===== config.mk =====
export PLATFORM = sky130hd
export DESIGN_NAME = md5_message_digest
export DESIGN_NICKNAME = d
export VERILOG_FILES = /design/src/design/md5_pkg.sv /design/src/design/md5_block_buf.sv /design/src/design/md5_round.sv /design/src/design/md5_message_digest.sv
export SDC_FILE = /design/constraint.sdc
export NUM_CORES = 2
export LEC_CHECK = 0
export ABC_CLOCK_PERIOD_IN_PS = 30000
export BUFFER_PORTS_ARGS = -buffer_cell sky130_fd_sc_hd__buf_4
export CAP_MARGIN = 0
export CORE_ASPECT_RATIO = 1.2
export CORE_UTILIZATION = 34
export CTS_BUF_LIST = sky130_fd_sc_hd__clkbuf_4
export CTS_CLUSTER_SIZE = 10
export DETAILED_ROUTE_END_ITERATION = 8
export PLACE_DENSITY = 0.52
export SETUP_SLACK_MARGIN = 0.15
export SYNTH_ARGS = -nofsm -noshare
export SYNTH_HDL_FRONTEND = slang
export SYNTH_SLANG_ARGS = --single-unit

===== constraint.sdc =====
create_clock -name aclk -period 30 [get_ports aclk]
set_input_delay 6 -clock aclk [delete_from_list [all_inputs] [get_ports aclk]]
set_output_delay 6 -clock aclk [all_outputs]
set_load 0.005 [all_outputs]

===== src/design/md5_pkg.sv =====
// Shared types, constants and helper functions for the MD5 digest block.
// Used by md5_block_buf, md5_round and md5_message_digest.
// Depends on nothing.
`timescale 1ns / 1ps

package md5_pkg;

    // Sequencer states.
    typedef enum logic [1:0] {
        ST_IDLE,
        ST_ROUND,
        ST_ADD,
        ST_DONE
    } md5_state_t;

    // What the compression currently running reads from the block buffer.
    typedef enum logic [1:0] {
        BLK_FULL,   // a block of 64 message bytes
        BLK_PAD,    // message tail, the 0x80 marker, zero fill and the length if it fits
        BLK_LEN     // zero words followed by the length
    } md5_kind_t;

    // The four working or chaining words.
    typedef struct packed {
        logic [31:0] a;
        logic [31:0] b;
        logic [31:0] c;
        logic [31:0] d;
    } md5_abcd_t;

    // Control from the sequencer to the block buffer.
    typedef struct packed {
        logic        wr_en;
        logic [5:0]  wr_pos;
        logic [7:0]  wr_byte;
        logic [3:0]  rd_idx;
        md5_kind_t   kind;
        logic [5:0]  fill_pos;
        logic [63:0] bit_len;
    } md5_buf_ctrl_t;

    localparam int unsigned ROUNDS = 64;

    localparam md5_abcd_t INIT_VECTOR = '{
        a: 32'h67452301,
        b: 32'hefcdab89,
        c: 32'h98badcfe,
        d: 32'h10325476
    };

    localparam logic [7:0] PAD_MARKER = 8'h80;

    // Position in the block from which the length no longer fits.
    localparam logic [5:0] LEN_FIT_LIMIT = 6'd56;

    localparam logic [31:0] ROUND_K [ROUNDS] = '{
        32'hd76aa478, 32'he8c7b756, 32'h242070db, 32'hc1bdceee,
        32'hf57c0faf, 32'h4787c62a, 32'ha8304613, 32'hfd469501,
        32'h698098d8, 32'h8b44f7af, 32'hffff5bb1, 32'h895cd7be,
        32'h6b901122, 32'hfd987193, 32'ha679438e, 32'h49b40821,
        32'hf61e2562, 32'hc040b340, 32'h265e5a51, 32'he9b6c7aa,
        32'hd62f105d, 32'h02441453, 32'hd8a1e681, 32'he7d3fbc8,
        32'h21e1cde6, 32'hc33707d6, 32'hf4d50d87, 32'h455a14ed,
        32'ha9e3e905, 32'hfcefa3f8, 32'h676f02d9, 32'h8d2a4c8a,
        32'hfffa3942, 32'h8771f681, 32'h6d9d6122, 32'hfde5380c,
        32'ha4beea44, 32'h4bdecfa9, 32'hf6bb4b60, 32'hbebfbc70,
        32'h289b7ec6, 32'heaa127fa, 32'hd4ef3085, 32'h04881d05,
        32'hd9d4d039, 32'he6db99e5, 32'h1fa27cf8, 32'hc4ac5665,
        32'hf4292244, 32'h432aff97, 32'hab9423a7, 32'hfc93a039,
        32'h655b59c3, 32'h8f0ccc92, 32'hffeff47d, 32'h85845dd1,
        32'h6fa87e4f, 32'hfe2ce6e0, 32'ha3014314, 32'h4e0811a1,
        32'hf7537e82, 32'hbd3af235, 32'h2ad7d2bb, 32'heb86d391
    };

    localparam logic [4:0] SHIFT_AMT [16] = '{
        5'd7, 5'd12, 5'd17, 5'd22,
        5'd5, 5'd9,  5'd14, 5'd20,
        5'd4, 5'd11, 5'd16, 5'd23,
        5'd6, 5'd10, 5'd15, 5'd21
    };

    // Message word read in a given round; each phase steps through the
    // sixteen words in its own order.
    function automatic logic [3:0] md5_word_index(input logic [5:0] rnd);
        logic [3:0] j;
        logic [3:0] idx;
        j = rnd[3:0];
        case (rnd[5:4])
            2'd0:    idx = j;
            2'd1:    idx = j * 4'd5 + 4'd1;
            2'd2:    idx = j * 4'd3 + 4'd5;
            default: idx = j * 4'd7;
        endcase
        return idx;
    endfunction

    // Reverse the byte order of a word.
    function automatic logic [31:0] md5_bswap(input logic [31:0] w);
        return {w[7:0], w[15:8], w[23:16], w[31:24]};
    endfunction

endpackage


===== src/design/md5_block_buf.sv =====
// Sixteen-word block buffer with byte writes and a padded read view.
// Depends on md5_pkg for the control struct and the padding constants.
`timescale 1ns / 1ps

module md5_block_buf (
    input  logic                  aclk,
    input  md5_pkg::md5_buf_ctrl_t ctrl,
    output logic [31:0]           rd_word
);
    import md5_pkg::*;

    logic [31:0] mem_reg [16];
    logic [31:0] raw_word;
    logic [31:0] pad_word;
    logic [5:0]  byte_pos [4];

    // Message bytes are stored little-endian within each word.
    always_ff @(posedge aclk) begin
        if (ctrl.wr_en) begin
            mem_reg[ctrl.wr_pos[5:2]][{ctrl.wr_pos[1:0], 3'b000} +: 8] <= ctrl.wr_byte;
        end
    end

    assign raw_word = mem_reg[ctrl.rd_idx];

    // Bytes before the fill position are message data, the byte at it is the
    // marker, and everything after it reads as zero.
    always_comb begin
        for (int k = 0; k < 4; k++) begin
            byte_pos[k] = {ctrl.rd_idx, 2'(k)};
            if (byte_pos[k] < ctrl.fill_pos) begin
                pad_word[8*k +: 8] = raw_word[8*k +: 8];
            end else if (byte_pos[k] == ctrl.fill_pos) begin
                pad_word[8*k +: 8] = PAD_MARKER;
            end else begin
                pad_word[8*k +: 8] = 8'h00;
            end
        end
    end

    // Select the view of the word that the current block kind calls for.
    always_comb begin
        case (ctrl.kind)
            BLK_FULL: rd_word = raw_word;
            BLK_PAD: begin
                rd_word = pad_word;
                if (ctrl.fill_pos < LEN_FIT_LIMIT) begin
                    if (ctrl.rd_idx == 4'd14) begin
                        rd_word = ctrl.bit_len[31:0];
                    end else if (ctrl.rd_idx == 4'd15) begin
                        rd_word = ctrl.bit_len[63:32];
                    end
                end
            end
            BLK_LEN: begin
                if (ctrl.rd_idx == 4'd14) begin
                    rd_word = ctrl.bit_len[31:0];
                end else if (ctrl.rd_idx == 4'd15) begin
                    rd_word = ctrl.bit_len[63:32];
                end else begin
                    rd_word = 32'h0;
                end
            end
            default: rd_word = raw_word;
        endcase
    end

endmodule


===== src/design/md5_round.sv =====
// One MD5 round: the shared step unit that the sequencer runs 64 times a block.
// Depends on md5_pkg for the round constants, shift table and word struct.
`timescale 1ns / 1ps

module md5_round (
    input  md5_pkg::md5_abcd_t work_in,
    input  logic [5:0]         rnd,
    input  logic [31:0]        msg_word,
    output md5_pkg::md5_abcd_t work_out
);
    import md5_pkg::*;

    logic [31:0] f_val;
    logic [31:0] sum;
    logic [4:0]  shamt;
    logic [63:0] rot_wide;

    // Boolean function of the current phase.
    always_comb begin
        case (rnd[5:4])
            2'd0:    f_val = (work_in.b & work_in.c) | (~work_in.b & work_in.d);
            2'd1:    f_val = (work_in.d & work_in.b) | (~work_in.d & work_in.c);
            2'd2:    f_val = work_in.b ^ work_in.c ^ work_in.d;
            default: f_val = work_in.c ^ (work_in.b | ~work_in.d);
        endcase
    end

    // Sum, rotate left and rotate the word roles.
    always_comb begin
        sum       = work_in.a + f_val + ROUND_K[rnd] + msg_word;
        shamt     = SHIFT_AMT[{rnd[5:4], rnd[1:0]}];
        rot_wide  = {sum, sum} << shamt;
        work_out.a = work_in.d;
        work_out.d = work_in.c;
        work_out.c = work_in.b;
        work_out.b = work_in.b + rot_wide[63:32];
    end

endmodule


===== src/design/md5_message_digest.sv =====
// Top level of the streaming MD5 digest block: handshakes, sequencer and
// chaining state. Depends on md5_pkg, md5_block_buf and md5_round.
`timescale 1ns / 1ps

// Usage
// The input channel takes one item per handshake: a message byte in s_tdata,
// byte_present in s_tuser and end_of_message in s_tlast. An item that neither
// completes a 64-byte block nor has s_tlast set leaves s_tready high. The item
// that completes a block starts a compression in the shared round unit, one
// round a cycle: 64 rounds (ST_ROUND) and then the add into the chaining words
// (ST_ADD), with s_tready low until the sequencer is back in ST_IDLE.
// An item with s_tlast set runs two compressions when it completes a block or
// leaves no room for the length behind the marker, and one otherwise. It then
// loads the digest into the output register in ST_DONE, waiting there while
// the register still holds a digest not yet taken; s_tready is low throughout.
// The digest appears on m_tdata (128 bits) with m_tvalid and is held until
// m_tready; a further item is accepted meanwhile, and only the loading of the
// next digest waits for the output register to be free.
// After each digest the chaining words return to the initial vector and the
// byte count to zero. Reset (aresetn low, synchronous) does the same and
// empties the output register; the buffer contents need no clearing.

module md5_message_digest (
    input  logic         aclk,
    input  logic         aresetn,
    // Input channel
    input  logic         s_tvalid,
    output logic         s_tready,
    input  logic [7:0]   s_tdata,   // [7:0] message_byte
    input  logic         s_tuser,   // [0] byte_present
    input  logic         s_tlast,   // end_of_message
    // Result channel
    output logic         m_tvalid,
    input  logic         m_tready,
    output logic [127:0] m_tdata    // [63:0] digest_first_half, [127:64] digest_second_half
);
    import md5_pkg::*;

    md5_state_t    state_reg, state_next;
    md5_kind_t     kind_reg, kind_next;
    logic [5:0]    round_reg, round_next;
    logic          pend_last_reg, pend_last_next;
    logic [63:0]   cnt_reg, cnt_next;
    md5_abcd_t     chain_reg, chain_next;
    md5_abcd_t     work_reg, work_next;
    logic          out_valid_reg, out_valid_next;
    logic [127:0]  out_data_reg, out_data_next;

    logic          accept;
    logic          full_block;
    logic          start_block;
    logic          more_blocks;
    logic          round_en;
    logic          add_en;
    logic          load_out;
    logic          last_round;
    md5_abcd_t     round_out;
    md5_abcd_t     sum_words;
    logic [31:0]   msg_word;
    md5_buf_ctrl_t buf_ctrl;

    // Decisions shared by the sequencer and the datapath.
    assign accept      = s_tvalid && s_tready;
    assign full_block  = s_tuser && (cnt_reg[5:0] == 6'd63);
    assign start_block = accept && (full_block || s_tlast);
    assign last_round  = (round_reg == 6'(ROUNDS - 1));
    assign more_blocks = ((kind_reg == BLK_FULL) && pend_last_reg) ||
                         ((kind_reg == BLK_PAD) && (cnt_reg[5:0] >= LEN_FIT_LIMIT));

    assign sum_words.a = chain_reg.a + work_reg.a;
    assign sum_words.b = chain_reg.b + work_reg.b;
    assign sum_words.c = chain_reg.c + work_reg.c;
    assign sum_words.d = chain_reg.d + work_reg.d;

    // Sequencer: next state.
    always_comb begin
        state_next = state_reg;
        unique case (state_reg)
            ST_IDLE: begin
                if (start_block) begin
                    state_next = ST_ROUND;
                end
            end
            ST_ROUND: begin
                if (last_round) begin
                    state_next = ST_ADD;
                end
            end
            ST_ADD: begin
                if (more_blocks) begin
                    state_next = ST_ROUND;
                end else if (kind_reg == BLK_FULL) begin
                    state_next = ST_IDLE;
                end else begin
                    state_next = ST_DONE;
                end
            end
            ST_DONE: begin
                if (!out_valid_reg || m_tready) begin
                    state_next = ST_IDLE;
                end
            end
            default: state_next = ST_IDLE;
        endcase
    end

    // Sequencer: outputs.
    always_comb begin
        s_tready = 1'b0;
        round_en = 1'b0;
        add_en   = 1'b0;
        load_out = 1'b0;
        unique case (state_reg)
            ST_IDLE:  s_tready = 1'b1;
            ST_ROUND: round_en = 1'b1;
            ST_ADD:   add_en   = 1'b1;
            ST_DONE:  load_out = !out_valid_reg || m_tready;
            default: begin
                s_tready = 1'b0;
            end
        endcase
    end

    // Block buffer control: bytes are written on an accepted item with byte_present, words read by round.
    always_comb begin
        buf_ctrl.wr_en    = accept && s_tuser;
        buf_ctrl.wr_pos   = cnt_reg[5:0];
        buf_ctrl.wr_byte  = s_tdata;
        buf_ctrl.rd_idx   = md5_word_index(round_reg);
        buf_ctrl.kind     = kind_reg;
        buf_ctrl.fill_pos = cnt_reg[5:0];
        buf_ctrl.bit_len  = {cnt_reg[60:0], 3'b000};
    end

    md5_block_buf u_buf (
        .aclk    (aclk),
        .ctrl    (buf_ctrl),
        .rd_word (msg_word)
    );

    md5_round u_round (
        .work_in  (work_reg),
        .rnd      (round_reg),
        .msg_word (msg_word),
        .work_out (round_out)
    );

    // Datapath next values.
    always_comb begin
        kind_next      = kind_reg;
        round_next     = round_reg;
        pend_last_next = pend_last_reg;
        cnt_next       = cnt_reg;
        chain_next     = chain_reg;
        work_next      = work_reg;
        out_valid_next = out_valid_reg && !m_tready;
        out_data_next  = out_data_reg;

        // Take the item in and, if needed, start from the chaining words.
        if (accept) begin
            if (s_tuser) begin
                cnt_next = cnt_reg + 64'd1;
            end
            kind_next      = full_block ? BLK_FULL : BLK_PAD;
            pend_last_next = s_tlast;
            work_next      = chain_reg;
        end

        if (round_en) begin
            work_next  = round_out;
            round_next = round_reg + 6'd1;
        end

        // Fold the block result into the chaining words and pick the next block.
        if (add_en) begin
            chain_next = sum_words;
            work_next  = sum_words;
            if (kind_reg == BLK_FULL) begin
                kind_next = BLK_PAD;
            end else begin
                kind_next = BLK_LEN;
            end
        end

        // Hand the digest over and return to the initial vector.
        if (load_out) begin
            out_valid_next = 1'b1;
            out_data_next  = {md5_bswap(chain_reg.c), md5_bswap(chain_reg.d),
                              md5_bswap(chain_reg.a), md5_bswap(chain_reg.b)};
            chain_next     = INIT_VECTOR;
            cnt_next       = 64'd0;
        end
    end

    // Control registers.
    always_ff @(posedge aclk) begin
        if (!aresetn) begin
            state_reg     <= ST_IDLE;
            kind_reg      <= BLK_FULL;
            round_reg     <= 6'd0;
            pend_last_reg <= 1'b0;
            cnt_reg       <= 64'd0;
            chain_reg     <= INIT_VECTOR;
            out_valid_reg <= 1'b0;
        end else begin
            state_reg     <= state_next;
            kind_reg      <= kind_next;
            round_reg     <= round_next;
            pend_last_reg <= pend_last_next;
            cnt_reg       <= cnt_next;
            chain_reg     <= chain_next;
            out_valid_reg <= out_valid_next;
        end
    end

    // Payload registers.
    always_ff @(posedge aclk) begin
        work_reg     <= work_next;
        out_data_reg <= out_data_next;
    end

    assign m_tvalid = out_valid_reg;
    assign m_tdata  = out_data_reg;

    // The round counter only moves while a compression runs.
    a_round_idle: assert property (@(posedge aclk) disable iff (!aresetn)
        (state_reg != ST_ROUND) |-> (round_reg == 6'd0))
        else $error("round counter not at zero outside a compression");

    // A full message block is compressed only when the count is block aligned.
    a_full_aligned: assert property (@(posedge aclk) disable iff (!aresetn)
        (state_reg == ST_ROUND && kind_reg == BLK_FULL) |-> (cnt_reg[5:0] == 6'd0))
        else $error("full block compressed at an unaligned byte count");

    // A separate length block follows only a tail too long to hold the length.
    a_len_block: assert property (@(posedge aclk) disable iff (!aresetn)
        (state_reg == ST_ROUND && kind_reg == BLK_LEN) |->
        (cnt_reg[5:0] >= LEN_FIT_LIMIT))
        else $error("length block run for a short tail");

    // After a digest is handed over the next message starts from scratch.
    a_restart: assert property (@(posedge aclk) disable iff (!aresetn)
        ($past(aresetn) && $past(load_out)) |->
        (chain_reg == INIT_VECTOR && cnt_reg == 64'd0 && m_tvalid))
        else $error("state not restarted after a digest");

endmodule

==> impl_metrics.env <==
export IMPL_status="completed"
export IMPL_nets=6366
export IMPL_crit_required_ns=30.95
export IMPL_final_common_cell="nand2_1"
export IMPL_rsz0062_at_grt="false"
export IMPL_grt_max_degree=148
export IMPL_fin_ws_ns=16.27
export IMPL_async_flop_share=0
export IMPL_core_um2=165000
export IMPL_clk_latency_ns=1.24
export IMPL_synth_edff_count=768
export IMPL_layout_drive_gt1_share=0.116
export IMPL_cpPeakStageDelay_ns=0.56
export IMPL_hold_buffers=0
export IMPL_tritoncts="done"
export IMPL_grt_pass1_wl_mm=297
export IMPL_grt_pass1_vias=45000
export IMPL_crit_type="flip-flop to flip-flop"
export IMPL_largest_register_ffs=512
export IMPL_timing_fmax_mhz=72.8
export IMPL_initial_core_util=0.344
export IMPL_htreeDepth=5
export IMPL_holdCritPathClass="flip-flop to flip-flop"
export IMPL_syn_area_per_cell_um2=9.64
export IMPL_postCtsSetupBuffers=0
export IMPL_finalCriticalPeriod_ns=13.74
export IMPL_gp_congestion=0.938
export IMPL_first_iter_violations=3922
export IMPL_antenna_left=0
export IMPL_yosysSeqAreaShare=0.477
export IMPL_final_cell_mix="nand2_1 (897), edfxtp_1 (768), nor2_1 (483)"
export IMPL_die_x_um=375
export IMPL_finalSetupTns_ns=0
export IMPL_clock_sinks=969
export IMPL_ioPinCount=144
export IMPL_drv_slew=0
export IMPL_drc=0
export IMPL_wl_mm=203
export IMPL_hold_viol=0
export IMPL_antenna_found_initial=4
export IMPL_overflow=0
export IMPL_viasPerCell=5.60
export IMPL_synth_warnings=0
export IMPL_synth_top_area_share=0.406
export IMPL_clockBufferDepth=4
export IMPL_dieArea_um2=169000
export IMPL_dpl_worst_slack_ns=16.45
export IMPL_hold_ws_ns=0.470
export IMPL_fin_skew_ns=0.133
export IMPL_area_growth_pct=11.5
export IMPL_root_buffer="clkbuf_4"
export IMPL_dpl_hpwl_mm=142
export IMPL_vdd_ir_drop_worst_v=0.0000617
export IMPL_synth_area_leaders="edfxtp_1 (41%), dfxtp_1 (7.1%), nand2_1 (5.9%)"
export IMPL_tightest_slew_ns=1.21
export IMPL_die_y_um=450
export IMPL_num_vias=46900
export IMPL_synthDistinctLibCells=83
export IMPL_grtUsageTotal=0.236
export IMPL_yosys_area_top_type="edfxtp_1"
export IMPL_leakagePower_uw=0.0238
export IMPL_relSlewSlack=0.185
export IMPL_powerDensity_nw_per_um2=78.1
export IMPL_start_kind="flip-flop"
export IMPL_synthCells=5885
export IMPL_totalPowerFinal_uw=4940
export IMPL_cap_violations=0
export IMPL_first_pass_iters=6
export IMPL_end_kind="flip-flop"
export IMPL_synth_seq_cells=969
export IMPL_port_buffers=143
export IMPL_cts_buffers=281
export IMPL_synthesis_nets=6206
export IMPL_placed_area_um2=59900
export IMPL_path_max_fanout=50
export IMPL_synth_ff_type="edfxtp_1"
export IMPL_path_clk_slew_ns=0.07
export IMPL_period_share=0.458
export IMPL_ctsResizeCount=0
export IMPL_cp_data_arrival_time_ns=14.68
export IMPL_wl_per_cell_um=24.2
export IMPL_slowest_stage="or4_1"
export IMPL_design_area_um2=63300
export IMPL_fp_row_count=163
export IMPL_r2r_cells=47
export IMPL_setup_violations=0
export IMPL_min_delay_path_depth=0
export IMPL_synth_area_um2=56800
==> final cells by class <==
| cell class | instances | area (um^2) |
|---|---|---|
| Multi-Input combinational cell | 4356 | 27700 |
| Fill cell | 16600 | 102000 |
| Inverter | 221 | 841 |
| Sequential cell | 969 | 27100 |
| Clock inverter | 53 | 234 |
| Antenna cell | 3 | 7.51 |
| Tap cell | 2145 | 2680 |
| Clock buffer | 417 | 3130 |
| Timing Repair Buffer | 216 | 1650 |
==> cell families after synthesis <==
family | share of synthesized area
multiplexers | 0.0246
adder cells (fa/ha/maj) | 0.0774
AND/OR/NAND/NOR | 0.170
buffers and inverters | 0.0373
XOR/XNOR | 0.0416
AO/OA/AOI/OAI | 0.172
flip-flops | 0.477
==> cell usage after synthesis (58+ instances only) <==
master    number
ha_1         235
fa_1          72
buf_1         60
nor3_1       113
inv_1        217
xnor2_1      158
nand3_1      251
a21o_1        73
and2_1        58
and3_1        86
a31oi_1       62
a311oi_1      72
clkbuf_1     271
a211oi_1      85
dfxtp_1      201
edfxtp_1     768
o211ai_1      86
mux2i_1      100
nor2_1       485
xor2_1       107
nand2_1      899
nor2b_1       94
o21ai_0      248
a21oi_1      471
==> power breakdown <==
group / switching, uW / internal (uW) / total (uW)
logic: 1380 / 806 / 2190
registers: 64.5 / 1470 / 1540
clock network: 580 / 639 / 1220
total: 2030 / 2920 / 4940
==> critical path, delay by kind of cell, from the launching register on <==
family / cells / cell delay (ns)
compound gates: 23 / 5.64
xor+xnor: 3 / 0.84
fa+ha+maj: 8 / 3.07
buf+inv: 7 / 2.10
flops: 1 / 0.31
mux: 1 / 0.09
simple gates: 5 / 1.27
==> metal layers <==
metal	track usage	wire length, um	part of all wire
met3	0.0366	11600	0.057
met2	0.389	96700	0.48
met1	0.295	83900	0.41
met5	0	23	0.00011
met4	0.127	10700	0.053
==> per-stage QoR <==
| stage | utilization | instances |
|---|---|---|
| 4_1_cts | 0.384 | 8377 |
| 3_5_place_dp | 0.363 | 7907 |
| 2_1_floorplan | - | 5885 |
| 5_1_grt | 0.384 | 8380 |
| 6_report | 0.384 | 8380 |
| 3_3_place_gp | 0.363 | 7907 |
==> worst paths after layout <==
path,from,end,slack (ns)
setup reg to reg,round_reg[2],work_reg[94],16.27
setup / recovery,round_reg[2],work_reg[94],16.27
hold / removal,chain_reg[57],m_tdata[97],0.47
hold reg to reg,chain_reg[57],m_tdata[97],0.47
(Power assumes the default switching activity.)
